[config.mk]
export PLATFORM = sky130hd
export DESIGN_NAME = stuffed_key_file_destuffer_unit
export DESIGN_NICKNAME = d
export VERILOG_FILES = /design/src/hdl/skfd_pkg.sv /design/src/hdl/skfd_dpath.sv /design/src/hdl/skfd_ctrl.sv /design/src/hdl/stuffed_key_file_destuffer_unit.sv
export SDC_FILE = /design/constraint.sdc
export NUM_CORES = 1
export LEC_CHECK = 0
export BUFFER_PORTS_ARGS = -buffer_cell sky130_fd_sc_hd__buf_2
export CAP_MARGIN = 0
export CORE_ASPECT_RATIO = 0.5
export CORE_MARGIN = 1.5
export CORE_UTILIZATION = 52
export CTS_CLUSTER_DIAMETER = 200
export DETAILED_ROUTE_END_ITERATION = 7
export HOLD_SLACK_MARGIN = 0.05
export PLACE_DENSITY = 0.75
export REMOVE_ABC_BUFFERS = 1
export SYNTH_ARGS = -nofsm -noshare
export SYNTH_HDL_FRONTEND = slang
export SYNTH_SLANG_ARGS = --single-unit
[constraint.sdc]
create_clock -name clk_i -period 2.2 [get_ports clk_i]
set_input_delay 0.22 -clock clk_i [delete_from_list [all_inputs] [get_ports clk_i]]
set_output_delay 0.22 -clock clk_i [all_outputs]
set_load 0.005 [all_outputs]
[src/hdl/skfd_pkg.sv]
// ----------------------------------------------------------------------------
// skfd_pkg: shared types and constants of the key-file destuffer
// Terminator key, stuff character, length width and the command/status
// structs that join the controller and the datapath.
// ----------------------------------------------------------------------------
package skfd_pkg;

  localparam int LENGTH_BITS = 24;
  localparam int KEY_LEN     = 12;
  localparam int OUT_LEN_W   = 24;

  localparam logic [7:0] STUFF_CHAR = 8'h58;  // 'X'
  localparam logic [3:0] KEY_LAST   = 4'(KEY_LEN - 1);

  // terminator key characters, first to last
  localparam logic [7:0] KEY_CHARS [KEY_LEN] = '{
    8'h66, 8'h74, 8'h5F, 8'h53, 8'h74, 8'h55,
    8'h66, 8'h46, 8'h5F, 8'h6B, 8'h65, 8'h79
  };

  // Controller -> datapath
  typedef struct packed {
    logic accept;       // latch the input beat and update the match count
    logic load_replay;  // emit the next replayed key character
    logic load_byte;    // emit the held byte
    logic load_term;    // emit the file end / stream cut beat
  } skfd_cmd_t;

  // Datapath -> controller
  typedef struct packed {
    logic is_eos;       // input beat closes the stream
    logic full_match;   // input byte completes the key
    logic partial;      // input byte extends the key prefix
    logic stuff;        // stuffing X after eleven key characters
    logic m_nz;         // a key prefix is pending
    logic replay_done;  // current replay beat is the last one
    logic stuffed;      // held item was a stuff X (nothing follows replay)
    logic out_busy;     // output register holds a beat
  } skfd_sts_t;

endpackage

[src/hdl/skfd_dpath.sv]
// ----------------------------------------------------------------------------
// skfd_dpath: datapath of the key-file destuffer
// Match counter, delivered-byte counter, replay index, held input and the
// output register.
// ----------------------------------------------------------------------------
module skfd_dpath (
  input  logic                                clk_i,
  input  logic                                rst_ni,
  input  skfd_pkg::skfd_cmd_t                 cmd_i,
  output skfd_pkg::skfd_sts_t                 sts_o,
  input  logic [7:0]                          data_byte_i,
  input  logic                                end_of_stream_i,
  input  logic                                out_ready_i,
  output logic                                out_valid_o,
  output logic [7:0]                          out_byte_o,
  output logic                                byte_valid_o,
  output logic                                file_end_o,
  output logic                                stream_cut_o,
  output logic [skfd_pkg::OUT_LEN_W-1:0]      file_length_o,
  output logic                                last_o
);
  import skfd_pkg::*;

  logic [3:0]             m_q, m_d;
  logic [3:0]             len_q, len_d;
  logic [3:0]             idx_q, idx_d;
  logic [LENGTH_BITS-1:0] cnt_q, cnt_d;
  logic [7:0]             byte_q;
  logic                   cut_q, stuffed_q;

  logic                   ovld_q, ovld_d;
  logic [7:0]             obyte_q, obyte_d;
  logic                   obv_q, obv_d, ofe_q, ofe_d, ocut_q, ocut_d, olast_q, olast_d;
  logic [OUT_LEN_W-1:0]   olen_q, olen_d;

  logic                   hit, done;
  logic [LENGTH_BITS-1:0] cnt_inc;

  assign hit     = (data_byte_i == KEY_CHARS[m_q]);
  assign done    = (idx_q == 4'(len_q - 4'd1));
  assign cnt_inc = (cnt_q == '1) ? cnt_q : cnt_q + LENGTH_BITS'(1);

  always_comb begin
    sts_o             = '0;
    sts_o.is_eos      = end_of_stream_i;
    sts_o.full_match  = hit && (m_q == KEY_LAST);
    sts_o.partial     = hit && (m_q != KEY_LAST);
    sts_o.stuff       = (data_byte_i == STUFF_CHAR) && (m_q == KEY_LAST);
    sts_o.m_nz        = (m_q != 4'd0);
    sts_o.replay_done = done;
    sts_o.stuffed     = stuffed_q;
    sts_o.out_busy    = ovld_q;
  end

  always_comb begin
    m_d     = m_q;
    len_d   = len_q;
    idx_d   = idx_q;
    cnt_d   = cnt_q;
    ovld_d  = ovld_q && !out_ready_i;
    obyte_d = obyte_q;
    obv_d   = obv_q;
    ofe_d   = ofe_q;
    ocut_d  = ocut_q;
    olast_d = olast_q;
    olen_d  = olen_q;

    if (cmd_i.accept) begin
      len_d = m_q;
      idx_d = 4'd0;
      m_d   = (!end_of_stream_i && hit && (m_q != KEY_LAST)) ? 4'(m_q + 4'd1) : 4'd0;
    end

    if (cmd_i.load_replay) begin
      ovld_d  = 1'b1;
      obyte_d = KEY_CHARS[idx_q];
      obv_d   = 1'b1;
      ofe_d   = 1'b0;
      ocut_d  = 1'b0;
      olen_d  = '0;
      olast_d = stuffed_q && done;
      idx_d   = 4'(idx_q + 4'd1);
      cnt_d   = cnt_inc;
    end else if (cmd_i.load_byte) begin
      ovld_d  = 1'b1;
      obyte_d = byte_q;
      obv_d   = 1'b1;
      ofe_d   = 1'b0;
      ocut_d  = 1'b0;
      olen_d  = '0;
      olast_d = 1'b1;
      cnt_d   = cnt_inc;
    end else if (cmd_i.load_term) begin
      ovld_d  = 1'b1;
      obyte_d = 8'h00;
      obv_d   = 1'b0;
      ofe_d   = !cut_q;
      ocut_d  = cut_q;
      olen_d  = OUT_LEN_W'(cnt_q);
      olast_d = 1'b1;
      cnt_d   = '0;
    end
  end

  always_ff @(posedge clk_i or negedge rst_ni) begin
    if (!rst_ni) begin
      m_q    <= 4'd0;
      len_q  <= 4'd0;
      idx_q  <= 4'd0;
      cnt_q  <= '0;
      ovld_q <= 1'b0;
    end else begin
      m_q    <= m_d;
      len_q  <= len_d;
      idx_q  <= idx_d;
      cnt_q  <= cnt_d;
      ovld_q <= ovld_d;
    end
  end

  // payload, no reset needed
  always_ff @(posedge clk_i) begin
    if (cmd_i.accept) begin
      byte_q    <= data_byte_i;
      cut_q     <= end_of_stream_i;
      stuffed_q <= !end_of_stream_i && !hit && (data_byte_i == STUFF_CHAR)
                   && (m_q == KEY_LAST);
    end
    obyte_q <= obyte_d;
    obv_q   <= obv_d;
    ofe_q   <= ofe_d;
    ocut_q  <= ocut_d;
    olast_q <= olast_d;
    olen_q  <= olen_d;
  end

  assign out_valid_o   = ovld_q;
  assign out_byte_o    = obyte_q;
  assign byte_valid_o  = obv_q;
  assign file_end_o    = ofe_q;
  assign stream_cut_o  = ocut_q;
  assign file_length_o = olen_q;
  assign last_o        = olast_q;

endmodule

[src/hdl/skfd_ctrl.sv]
// ----------------------------------------------------------------------------
// skfd_ctrl: controller of the key-file destuffer
// Accepts one input beat at a time and sequences the replay, byte and
// terminator beats into the output register.
// ----------------------------------------------------------------------------
module skfd_ctrl (
  input  logic                 clk_i,
  input  logic                 rst_ni,
  input  logic                 in_valid_i,
  output logic                 in_ready_o,
  input  logic                 out_ready_i,
  input  skfd_pkg::skfd_sts_t  sts_i,
  output skfd_pkg::skfd_cmd_t  cmd_o
);
  import skfd_pkg::*;

  typedef enum logic [3:0] {
    S_IDLE   = 4'b0001,
    S_REPLAY = 4'b0010,
    S_BYTE   = 4'b0100,
    S_TERM   = 4'b1000
  } skfd_state_e;

  skfd_state_e state_q, state_d;
  logic        out_free;

  assign out_free = !sts_i.out_busy || out_ready_i;

  always_comb begin
    state_d    = state_q;
    cmd_o      = '0;
    in_ready_o = 1'b0;
    case (state_q)
      S_IDLE: begin
        in_ready_o = 1'b1;
        if (in_valid_i) begin
          cmd_o.accept = 1'b1;
          if (sts_i.is_eos || sts_i.full_match) begin
            state_d = S_TERM;
          end else if (sts_i.partial) begin
            state_d = S_IDLE;
          end else if (sts_i.stuff || sts_i.m_nz) begin
            state_d = S_REPLAY;
          end else begin
            state_d = S_BYTE;
          end
        end
      end
      S_REPLAY: begin
        if (out_free) begin
          cmd_o.load_replay = 1'b1;
          if (sts_i.replay_done) begin
            state_d = sts_i.stuffed ? S_IDLE : S_BYTE;
          end
        end
      end
      S_BYTE: begin
        if (out_free) begin
          cmd_o.load_byte = 1'b1;
          state_d         = S_IDLE;
        end
      end
      S_TERM: begin
        if (out_free) begin
          cmd_o.load_term = 1'b1;
          state_d         = S_IDLE;
        end
      end
      default: begin
        state_d = S_IDLE;
      end
    endcase
  end

  always_ff @(posedge clk_i or negedge rst_ni) begin
    if (!rst_ni) begin
      state_q <= S_IDLE;
    end else begin
      state_q <= state_d;
    end
  end

endmodule

[src/hdl/stuffed_key_file_destuffer_unit.sv]
// ----------------------------------------------------------------------------
// stuffed_key_file_destuffer_unit: terminator-key file destuffer
// Strips a file framed by a fixed twelve-character terminator key with
// X-stuffing from a received byte stream and reports file end or stream cut
// with the length.
// ----------------------------------------------------------------------------
//  channel | signals                                        | dir
//  --------+------------------------------------------------+-----
//  in      | in_valid_i/in_ready_o, data_byte_i,            | in
//          | end_of_stream_i                                |
//  out     | out_valid_o/out_ready_i, out_byte_o,           | out
//          | byte_valid_o, file_end_o, stream_cut_o,        |
//          | file_length_o, last_o                          |
//
// A prefix-matching byte causes no result beat, so in_ready_o stays high.
// The controller loads the result beats of an input, up to 12, into the
// output register in turn and keeps in_ready_o low until all are loaded.
// The output register lets the next input be taken while a result waits.
// Back pressure on out stalls the replay, byte and terminator sequencing.
// Reset (rst_ni low, async) clears the match and length counters, the output valid flag and the controller state.
// ----------------------------------------------------------------------------
module stuffed_key_file_destuffer_unit (
  input  logic                               clk_i,
  input  logic                               rst_ni,
  input  logic                               in_valid_i,
  output logic                               in_ready_o,
  input  logic [7:0]                         data_byte_i,
  input  logic                               end_of_stream_i,
  output logic                               out_valid_o,
  input  logic                               out_ready_i,
  output logic [7:0]                         out_byte_o,
  output logic                               byte_valid_o,
  output logic                               file_end_o,
  output logic                               stream_cut_o,
  output logic [skfd_pkg::OUT_LEN_W-1:0]     file_length_o,
  output logic                               last_o
);
  import skfd_pkg::*;

  skfd_cmd_t cmd;
  skfd_sts_t sts;

  // sequencer: one item at a time, one result beat per cycle while the output is free
  skfd_ctrl u_ctrl (
    .clk_i       (clk_i),
    .rst_ni      (rst_ni),
    .in_valid_i  (in_valid_i),
    .in_ready_o  (in_ready_o),
    .out_ready_i (out_ready_i),
    .sts_i       (sts),
    .cmd_o       (cmd)
  );

  // counters, key compare, replay index and output register
  skfd_dpath u_dpath (
    .clk_i           (clk_i),
    .rst_ni          (rst_ni),
    .cmd_i           (cmd),
    .sts_o           (sts),
    .data_byte_i     (data_byte_i),
    .end_of_stream_i (end_of_stream_i),
    .out_ready_i     (out_ready_i),
    .out_valid_o     (out_valid_o),
    .out_byte_o      (out_byte_o),
    .byte_valid_o    (byte_valid_o),
    .file_end_o      (file_end_o),
    .stream_cut_o    (stream_cut_o),
    .file_length_o   (file_length_o),
    .last_o          (last_o)
  );

endmodule
==> results of run 1 <==
[worst register-to-register path, stage by stage, from the launching register on]
cell and delay, ns:
dfrtp_2 0.46, buf_6 0.15, ha_4 0.14, nor3b_4 0.14, or3_1 0.38, o211ai_1 0.17
nor4_4 0.07, buf_4 0.15, o32a_1 0.29, mux2i_1 0.13
[state kept, by name, indices dropped and copies added, names as in the netlist, 4 cells and up]
name / count
u_dpath.file_length_o: 24
u_dpath.out_byte_o: 8
u_dpath.cnt_q: 24
u_dpath.byte_q: 8
u_dpath.idx_q: 4
u_ctrl.state_q: 4
u_dpath.m_q: 4
u_dpath.len_q: 4
[report_power, final]
part	internal (uW)	switching (uW)
sequential	1860	123
combinational	305	448
clock	866	591
total	3030	1160
[kinds of logic (layout without fill, tap and decap cells)]
| group | count (synthesis) | after routing |
|---|---|---|
| buf+inv | 33 | 107 |
| xor+xnor | 10 | 10 |
| compound gates | 98 | 98 |
| mux | 17 | 17 |
| simple gates | 142 | 142 |
| fa+ha+maj | 15 | 15 |
| flops | 87 | 87 |
[per-stage QoR]
stage,utilization (%),power (uW)
2_1_floorplan,-,2410
3_3_place_gp,61.4,2750
3_5_place_dp,61.4,2760
4_1_cts,65.7,4230
5_1_grt,67.2,4420
6_report,67.2,4190
[worst min-delay path by stage]
stage,end,slack [ns],depth (start not counted)
4_1_cts,u_dpath.byte_q[6]$_DFFE_PP_,0.06,1
2_1_floorplan,u_ctrl.state_q[1]$_DFFE_PN0P_,-0.08,0
3_3_place_gp,u_dpath.len_q[3]$_DFFE_PN0P_,0.14,1
3_5_place_dp,u_dpath.len_q[3]$_DFFE_PN0P_,0.14,1
6_report,u_dpath.byte_q[6]$_DFFE_PP_,0.07,1
5_1_grt,u_dpath.byte_q[6]$_DFFE_PP_,0.06,1
[layer usage]
metal,wire length (um),share of wire (%),global-route usage (%),vias to the layer above
met4,156,1.8,8.06,0
met1,4200,49,28.7,1529
met3,321,3.7,5.99,16
li1,-,-,-,1617
met5,0,0,0,-
met2,3960,46,35.1,65
[cell type report]
class | instances | share of cell area, %
clock inverter | 2 | 0.271
tap | 108 | 2.66
inverter | 17 | 1.36
sequential | 87 | 42.3
multi-input combinational | 282 | 39.3
timing repair buffer | 74 | 8.76
clock buffer | 14 | 5.43
[placed cells by master (no fill, tap or decap), types with 4 or more instances in the layout]
master / n
nand2_1: 51
buf_2: 50
dfrtp_1: 36
a22o_1: 28
dfxtp_1: 27
o21ai_0: 24
buf_4: 20
edfxtp_1: 19
nand3_1: 18
nor2_1: 17
mux2i_1: 15
inv_1: 14
ha_1: 11
clkbuf_16: 10
nor3_1: 9
and3_1: 8
a21oi_1: 8
nor2b_1: 7
nand4_1: 7
xnor2_1: 7
o211ai_1: 6
o31ai_1: 5
dfrtp_2: 4
[timing repair]
action | 4_1_cts | 5_1_grt
buffers inserted | 1 | 3
endpoints found under the hold margin | 12 | 0
gates resized for setup | 5 | 22
pin swaps | 1 | 7
hold buffers | 1 | 0
setup endpoints to repair | 2 | 8
gates cloned | 0 | 0
==> impl_metrics.toml, run 1 <==
[outcome]
outcome = "complete, no violations"

[yosys]
synth.yosys.warnings = 0
syn_area_mm2 = 0.00418
synth_xor_area_share_pct = 2.10
synthArstFlopShare_pct = 47.1
synth_top_family_by_area = "simple AND/OR/NAND/NOR gates"
yosysSeqAreaShare_pct = 51.2
synth_area_leaders = "dfrtp_1 (24%), edfxtp_1 (14%), dfxtp_1 (13%)"
synth_area_per_inst_um2 = 10.4
synth-main-ff-cell = "dfrtp_1"
post_synth_fa_ha_maj_area_fraction_pct = 4.49
netlist_top_cells_count = "nand2_1 (51), dfrtp_1 (40), a22o_1 (28)"
unique_masters_post_synth = 56
synth-seq-cells = 87
synth_enable_flop_cells = 19
synthesis.instances = 402
yosys-mux-area-fraction_pct = 4.19
compound_gate_fraction_of_synth_area_pct = 16.9
synthDominantCellAreaShare_pct = 23.9
synth_area_leader_cell = "dfrtp_1"
post-synth-top-count-cell = "nand2_1"
synth_simple_gate_area_share_pct = 17.8

[sta]
share_of_the_clock_period_used_by_the_worst_path_pct = 97.8
finalMaxSlewViolations = 0
max-slew-margin-rel_pct = 72.8
layout_min_cycle_time_ns = 2.15
setup_tns_ns = 0
hold_viol = 0
hold_ws_ns = 0.0658
unrepaired_setup_endpoints_after_global_routing = "true"
timing.final.setup_violations = 0
worst_slew_pin_slew_ns = 0.408
clock_skew_ns = 0.00843
fmax_ghz = 0.465
setup_slack_ns = 0.0489

[clock_tree]
path_clk_slew_ns = 0.06
cts-root-to-sink-buffers = 2
worst_skew_pair_later_pin_latency_ns = 0.34
cts.root.buffer_cell = "clkbuf_16"
tritoncts = "yes"
cts_num_sinks = 87
cts_max_level = 3
tritoncts.num_buffers = 9

[cells_and_area]
areaGrowthSynthToFinish_pct = 21.3
finalNonFillerCells = 584
fillers = 623
final_layout_size_suffix_gt1_share_pct = 24.4
count_of_inserted_antenna_diode_cells = 0
layout.area.seq_mm2 = 0.00214
final_design_area_no_fill_mm2 = 0.00507
finalNetCount = 499
multiInputGateArea_mm2 = 0.00199

[global_routing]
grt_first_pass_wirelength_um = 14400
total_congestion_overflow_after_global_routing = 0
grt_use_total_pct = 21.9
grt_start_max_net_pins = 29
antenna_found_initial = 0
grt_pass1_vias = 3040

[route]
iteration_0_drc_markers = 185
drt_pre_antenna_iters = 6
route.detailed.drc = 0
total_routed_length_um = 8640
route.antenna.remaining_nets = 0
post_drt_wl_per_cell_um = 14.8
vias = 3227
ratio_of_routed_vias_to_standard_cells = 5.53

[critical_path]
crit_path_end_kind = "flop"
critical-path-max-stage-delay_ns = 0.46
timing.rr.end = "u_ctrl.state_q[2]$_DFFE_PN0P_"
worstPathCellList = "buf_6 > ha_4 > nor3b_4 > or3_1 > o211ai_1 > nor4_4 > buf_4 > o32a_1 > mux2i_1"
crit_path_top_delay_cell = "dfrtp_2"
arrival_ns = 2.41
rr_startpoint = "u_dpath.m_q[0]$_DFFE_PN0P_"
critical_path_required_ns = 2.46
critPathTopFamily = "simple AND/OR/NAND/NOR gates"
startpoint_type = "flop"
timing.reg2reg.setup_slack_ns = 0.05
path_depth = 9
critical_path.startpoint = "u_dpath.m_q[0]$_DFFE_PN0P_"
cp.buffers_inverters = 2
crit_fanout = 5
worst-setup-path-type = "flop to flop"
worst_r2r_path_depth = 9
setup.worst_path.end = "u_ctrl.state_q[2]$_DFFE_PN0P_"

[floorplanning]
die-area_mm2 = 0.00862
placeableCoreArea_mm2 = 0.00754
die_height_um = 66.4
initial_utilization_pct = 55.4
design.portCount = 51
floorplan.rows = 22
die_width_um = 130

[pwr]
powerDensity_mw_per_mm2 = 827
p_leak_uw = 0.00222
worst_ir_drop_vdd_v = 0.000517

[worst_hold_path]
timing.hold.worst.class = "input pin to flop"
worst_hold_startpoint = "data_byte_i[6]"

[placement]
instance_area_at_placement_mm2 = 0.00463
numPortBuffers = 50
weighted_congestion_reported_at_the_end_of_routability_driven_placement = 0.869
numPlacedInstances = 563
dp_hpwl_um = 5970
post-place-ws_ns = -0.0344

[job]
cap_viol_max_count = 0
Note: power is estimated with default switching activity, not from simulation.
==> run 2: changes to the inputs <==
--- a/config.mk
+++ b/config.mk
@@ -9,11 +9,11 @@
 export CAP_MARGIN = 0
 export CORE_ASPECT_RATIO = 0.5
 export CORE_MARGIN = 1.5
-export CORE_UTILIZATION = 52
+export CORE_UTILIZATION = 55
 export CTS_CLUSTER_DIAMETER = 200
 export DETAILED_ROUTE_END_ITERATION = 7
 export HOLD_SLACK_MARGIN = 0.05
-export PLACE_DENSITY = 0.75
+export PLACE_DENSITY = 0.76
 export REMOVE_ABC_BUFFERS = 1
 export SYNTH_ARGS = -nofsm -noshare
 export SYNTH_HDL_FRONTEND = slang
==> constraint.sdc (replaced) <==
create_clock -name clk_i -period 2.45 [get_ports clk_i]
set_input_delay 0.245 -clock clk_i [delete_from_list [all_inputs] [get_ports clk_i]]
set_output_delay 0.245 -clock clk_i [all_outputs]
set_load 0.005 [all_outputs]
==> run 2 against run 1 <==
Net effect: clock power is 11% lower; core utilization is 1.5 points lower; final cell count fell by 4.6%; combinational power down 18%; worst hold slack worse by 0.027 ns; die area down 5.3%; sequential cell count did not move; critical path type unchanged; largest power group unchanged.
==> impl_metrics.toml, run 2 (same netlist as run 1, synthesis figures left out) <==
[floorplanning]
die_width_um = 126
die-area_mm2 = 0.00816
initial_utilization_pct = 56.9
die_height_um = 64.6
placeableCoreArea_mm2 = 0.00735
design.portCount = 51
floorplan.rows = 22

[sta]
share_of_the_clock_period_used_by_the_worst_path_pct = 90.5
max-slew-margin-rel_pct = 38.5
unrepaired_setup_endpoints_after_global_routing = "false"
fmax_ghz = 0.451
hold_ws_ns = 0.0392
worst_slew_pin_slew_ns = 0.923
finalMaxSlewViolations = 0
layout_min_cycle_time_ns = 2.22
timing.final.setup_violations = 0
setup_slack_ns = 0.234
hold_viol = 0
clock_skew_ns = 0.00663

[critical_path]
timing.rr.end = "u_ctrl.state_q[3]$_DFFE_PN0P_"
crit_fanout = 12
arrival_ns = 2.48
worst-setup-path-type = "flop to flop"
critical_path.startpoint = "u_dpath.m_q[0]$_DFFE_PN0P_"
setup.worst_path.end = "u_ctrl.state_q[3]$_DFFE_PN0P_"
worst_r2r_path_depth = 9
crit_path_end_kind = "flop"
critical_path_required_ns = 2.71
rr_startpoint = "u_dpath.m_q[0]$_DFFE_PN0P_"
timing.reg2reg.setup_slack_ns = 0.23
startpoint_type = "flop"

[clock_tree]
tritoncts.num_buffers = 9
cts-root-to-sink-buffers = 2
cts.root.buffer_cell = "clkbuf_16"
path_clk_slew_ns = 0.06
tritoncts = "yes"
worst_skew_pair_later_pin_latency_ns = 0.34
cts_num_sinks = 87
post_cts_hold_buffer_count = 0
cts_max_level = 3

[pwr]
powerDensity_mw_per_mm2 = 769
p_leak_uw = 0.00213
power_switching_uw = 1060
seq_power_share_pct = 48.4
p_clk_share_pct = 34.9
combPwrFrac_pct = 16.7
swShare_pct = 28.4
power_report.internal_total_uw = 2660
worst_ir_drop_vdd_v = 0.000466

[cells_and_area]
most_common_cell_after_layout_fill_and_taps_aside = "nand2_1"
count_of_inserted_antenna_diode_cells = 0
final_layout_size_suffix_gt1_share_pct = 19.1
layout_common_cells = "nand2_1 (51), buf_2 (50), dfrtp_1 (38), a22o_1 (28), dfxtp_1 (27)"
final_design_area_no_fill_mm2 = 0.00483
areaGrowthSynthToFinish_pct = 15.6
fillers = 588
finalNetCount = 484

[route]
drt_pre_antenna_iters = 4
ratio_of_routed_vias_to_standard_cells = 5.73
route.antenna.remaining_nets = 0
total_routed_length_um = 8410
iteration_0_drc_markers = 234
route.detailed.drc = 0
vias = 3194
post_drt_wl_per_cell_um = 15.1

[global_routing]
grt_start_max_net_pins = 42
antenna_found_initial = 0
grt_use_total_pct = 23.2
grt_pass1_vias = 2998
grt_first_pass_wirelength_um = 14600
total_congestion_overflow_after_global_routing = 0

[outcome]
outcome = "complete, no violations"

[placement]
dp_hpwl_um = 5860
weighted_congestion_reported_at_the_end_of_routability_driven_placement = 0.847
instance_area_at_placement_mm2 = 0.00454
numPortBuffers = 50
post-place-ws_ns = 0.129

[worst_hold_path]
timing.hold.worst.class = "input pin to asynchronous set/reset pin"

[job]
cap_viol_max_count = 0
## run 2: changes by cell type in the layout (fill, tap and decap cells not counted), sizes merged
cell and delta:
buf -14, clkbuf -2, clkinv +2, clkinvlp -1, dlygate4sd3 -1, inv +1
## run 2: cell type report
cell class	instances	area (um2)	area share (%)
sequential	87	2140	44.3
multi-input combinational	282	1900	39.4
timing repair buffer	59	318	6.58
clock buffer	12	256	5.31
tap	96	120	2.49
inverter	17	63.8	1.32
clock inverter	4	28.8	0.596
## run 2: metrics by stage
stage | cells | util (%) | power (uW) | setup TNS [ns]
2_1_floorplan | 386 | - | 2170 | -3.54
3_3_place_gp | 540 | 61.7 | 2430 | 0
3_5_place_dp | 540 | 61.7 | 2440 | 0
4_1_cts | 556 | 65.6 | 3750 | 0
5_1_grt | 557 | 65.7 | 3890 | 0
6_report | 557 | 65.7 | 3720 | 0
## run 2: worst min-delay path by stage
stage,from,to,slack (ns),depth (start not counted)
floorplan,rst_ni,u_ctrl.state_q[1]$_DFFE_PN0P_,-0.05,0
global placement,rst_ni,u_dpath.cnt_q[20]$_DFFE_PN0P_,0.44,1
detailed placement,data_byte_i[6],u_dpath.byte_q[6]$_DFFE_PP_,0.44,1
CTS,rst_ni,u_dpath.cnt_q[3]$_DFFE_PN0P_,0.07,1
global route,data_byte_i[6],u_dpath.byte_q[6]$_DFFE_PP_,0.08,1
finish,rst_ni,u_dpath.cnt_q[18]$_DFFE_PN0P_,0.04,1
## run 2: power groups by stage
| stage | Combinational [uW] | Clock (uW) | Sequential, uW |
|---|---|---|---|
| finish | 621 | 1300 | 1800 |
| global route | 690 | 1380 | 1820 |
| CTS | 623 | 1330 | 1800 |
| detailed placement | 619 | 0 | 1820 |
| global placement | 607 | 0 | 1820 |
| floorplan | 366 | 0 | 1800 |
## run 2: critical path: stages, from the launching register on
cell and delay (ns):
dfrtp_2 0.48, inv_1 0.12, ha_1 0.33, nor2b_1 0.06
a211oi_1 0.21, o22ai_1 0.14, nor4_4 0.30, buf_4 0.18
a41oi_1 0.13, o2bb2ai_1 0.18
## run 2: metal layers
layer / up-vias / share of wire [%] / track usage (%)
met5: - / 0 / 0
met4: 0 / 2.4 / 10.8
met3: 18 / 3.3 / 5.45
met2: 57 / 43 / 35.5
met1: 1524 / 51 / 31.5
li1: 1595 / - / -
## run 2: timing repair
action / in CTS / in global routing
buffers inserted: 0 / 1
endpoints found under the setup margin: 0 / 4
resized for setup: 0 / 2
hold endpoints to repair: 0 / 0
==> run 3: changes to the inputs <==
--- a/config.mk
+++ b/config.mk
@@ -17,4 +17,5 @@
 export REMOVE_ABC_BUFFERS = 1
 export SYNTH_ARGS = -nofsm -noshare
 export SYNTH_HDL_FRONTEND = slang
+export SYNTH_HIERARCHICAL = 1
 export SYNTH_SLANG_ARGS = --single-unit
==> run 3 against run 2 <==
Net effect: the flow now finishes with violations (negative setup slack); fmax is 15% lower; wire length is 15% higher; clock-buffer cell count stayed put; clock power hardly changed; via count is 9.3% higher; critical path type unchanged.
==> impl_metrics.toml, run 3 <==
[route]
drt_pre_antenna_iters = 5
iteration_0_drc_markers = 311
post_drt_wl_per_cell_um = 15.3
ratio_of_routed_vias_to_standard_cells = 5.52
total_routed_length_um = 9670
route.antenna.remaining_nets = 0
route.detailed.drc = 0
vias = 3492

[yosys]
synthArstFlopShare_pct = 47.1
syn_area_mm2 = 0.00444
synth_enable_flop_cells = 19
synth-main-ff-cell = "dfrtp_1"
unique_masters_post_synth = 60
synth-seq-cells = 87
synthesis.instances = 442
netlist_top_cells_count = "nor2_1 (47), dfrtp_1 (40), nand2_1 (35)"
post-synth-top-count-cell = "nor2_1"
yosysSeqAreaShare_pct = 48.1
synthDominantCellAreaShare_pct = 22.5
synth_area_leader_cell = "dfrtp_1"
synth_area_per_inst_um2 = 10.1
synth_area_leaders = "dfrtp_1 (23%), edfxtp_1 (13%), dfxtp_1 (12%)"
synth.yosys.warnings = 6

[global_routing]
grt_first_pass_wirelength_um = 15700
total_congestion_overflow_after_global_routing = 0
grt_pass1_vias = 3291
grt_use_total_pct = 24.0
grt_start_max_net_pins = 42
antenna_found_initial = 0

[pwr]
p_leak_uw = 0.00237
worst_ir_drop_vdd_v = 0.000519
p_clk_share_pct = 30.6
seq_power_share_pct = 42.8
power_report.internal_total_uw = 3010
swShare_pct = 30.4
powerDensity_mw_per_mm2 = 800
combPwrFrac_pct = 26.5
power_switching_uw = 1310

[clock_tree]
tritoncts.num_buffers = 9
cts_num_sinks = 87
cts-root-to-sink-buffers = 2
path_clk_slew_ns = 0.06
post_cts_hold_buffer_count = 0
worst_skew_pair_later_pin_latency_ns = 0.35
cts.root.buffer_cell = "clkbuf_16"
cts_max_level = 3
tritoncts = "yes"

[floorplanning]
placeableCoreArea_mm2 = 0.00757
initial_utilization_pct = 58.7
floorplan.rows = 22
design.portCount = 51
die_width_um = 130
die_height_um = 66.6
die-area_mm2 = 0.00866

[cells_and_area]
finalNonFillerCells = 633
fillers = 591
most_common_cell_after_layout_fill_and_taps_aside = "buf_2"
final_layout_size_suffix_gt1_share_pct = 27.8
finalNetCount = 548
count_of_inserted_antenna_diode_cells = 0
areaGrowthSynthToFinish_pct = 21.6
final_design_area_no_fill_mm2 = 0.00540
layout.area.seq_mm2 = 0.00214
layout_common_cells = "buf_2 (50), nor2_1 (45), dfrtp_1 (40), buf_4 (37), nand2_1 (35)"
multiInputGateArea_mm2 = 0.00218

[critical_path]
worst_r2r_path_depth = 10
startpoint_type = "flop"
arrival_ns = 2.88
crit_fanout = 5
worst-setup-path-type = "flop to flop"
crit_path_end_kind = "flop"
critical_path_required_ns = 2.73

[sta]
clock_skew_ns = 0.00932
finalMaxSlewViolations = 0
layout_min_cycle_time_ns = 2.60
worst_slew_pin_slew_ns = 0.962
share_of_the_clock_period_used_by_the_worst_path_pct = 106
fmax_ghz = 0.385
hold_viol = 0
setup_slack_ns = -0.146
unrepaired_setup_endpoints_after_global_routing = "true"
max-slew-margin-rel_pct = 35.8
timing.final.setup_violations = 2

[placement]
numPlacedInstances = 611
dp_hpwl_um = 6670
numPortBuffers = 50
weighted_congestion_reported_at_the_end_of_routability_driven_placement = 0.864
instance_area_at_placement_mm2 = 0.00497

[worst_hold_path]
timing.hold.worst.class = "input pin to asynchronous set/reset pin"

[job]
cap_viol_max_count = 0

[outcome]
outcome = "finished with violations"
failing_checks = "negative setup slack"
## run 3: final timing paths
path | to | slack, ns | from
worst min-delay path | u_dpath/len_q[0]$_DFFE_PN0P_ | 0.05 | rst_ni
max in group asynchronous | u_dpath/cnt_q[12]$_DFFE_PN0P_ | 1.79 | rst_ni
worst max-delay path | u_ctrl/state_q[2]$_DFFE_PN0P_ | -0.15 | u_dpath/m_q[1]$_DFFE_PN0P_
min in group clk_i | u_dpath/byte_q[7]$_DFFE_PP_ | 0.09 | data_byte_i[7]
worst max register to register | u_ctrl/state_q[2]$_DFFE_PN0P_ | -0.15 | u_dpath/m_q[1]$_DFFE_PN0P_
worst min register to register | u_dpath/byte_valid_o$_SDFFE_PP1P_ | 0.46 | u_dpath/byte_valid_o$_SDFFE_PP1P_
## run 3: cell families after synthesis
logic type	after synthesis	share of synthesized area (%)
AND/OR/NAND/NOR	153	18.4
multiplexers	41	9.43
XOR/XNOR	13	2.56
buffers and inverters	43	4.42
AO/OA/AOI/OAI	90	12.8
flip-flops	87	48.1
adder cells (fa/ha/maj)	15	4.22
## run 3: repair_timing
action                                  4_1_cts  5_1_grt
endpoints found under the setup margin        2       28
pin swaps                                     1        7
setup buffers                                 1        5
resized for setup                             4       21
## run 3: metal layers
metal / GRT usage [%] / wire length, um / up-vias
met2: 40.5 / 4730 / 73
met5: 0 / 0 / -
met4: 9.17 / 143 / 0
met1: 29.8 / 4430 / 1674
met3: 6.02 / 371 / 17
li1: - / - / 1728
## run 3: power groups by stage
stage | registers, uW | clock network, uW | logic, uW
after floorplan | 1880 | 0 | 623
after global placement | 1870 | 0 | 1070
after detailed placement | 1880 | 0 | 1090
after CTS | 1850 | 1360 | 1110
after global routing | 1880 | 1410 | 1260
final | 1850 | 1320 | 1150
## run 3: through the flow
stage,setup TNS (ns),util [%],hold WS (ns),power (uW),setup WS [ns]
after global routing,-0.386,71.4,0.0773,4550,-0.223
after detailed placement,-0.209,65.7,0.441,2960,-0.159
final,-0.196,71.4,0.0536,4320,-0.146
after global placement,-0.0822,65.7,0.438,2930,-0.0822
after floorplan,-129.81,-,-0.0506,2500,-3.03
after CTS,-0.129,69.8,0.0827,4320,-0.129
## run 3: layout make-up
cell class,count,share of cell area [%]
flip-flops and latches,87,39.6
repair buffers,92,10.8
well taps,108,2.50
inverters,18,1.25
clock inverters,4,0.509
multi-input cells,312,40.4
clock buffers,12,4.95
## run 3: worst max-delay path, stage by stage (launching register included)
cell      delay [ns]
dfrtp_1         0.38
inv_2           0.09
ha_2            0.17
nor3b_1         0.14
or4_1           0.40
o211ai_1        0.15
nor4_4          0.09
and2_4          0.17
or4_4           0.52
o32ai_2         0.26
mux2_4          0.18
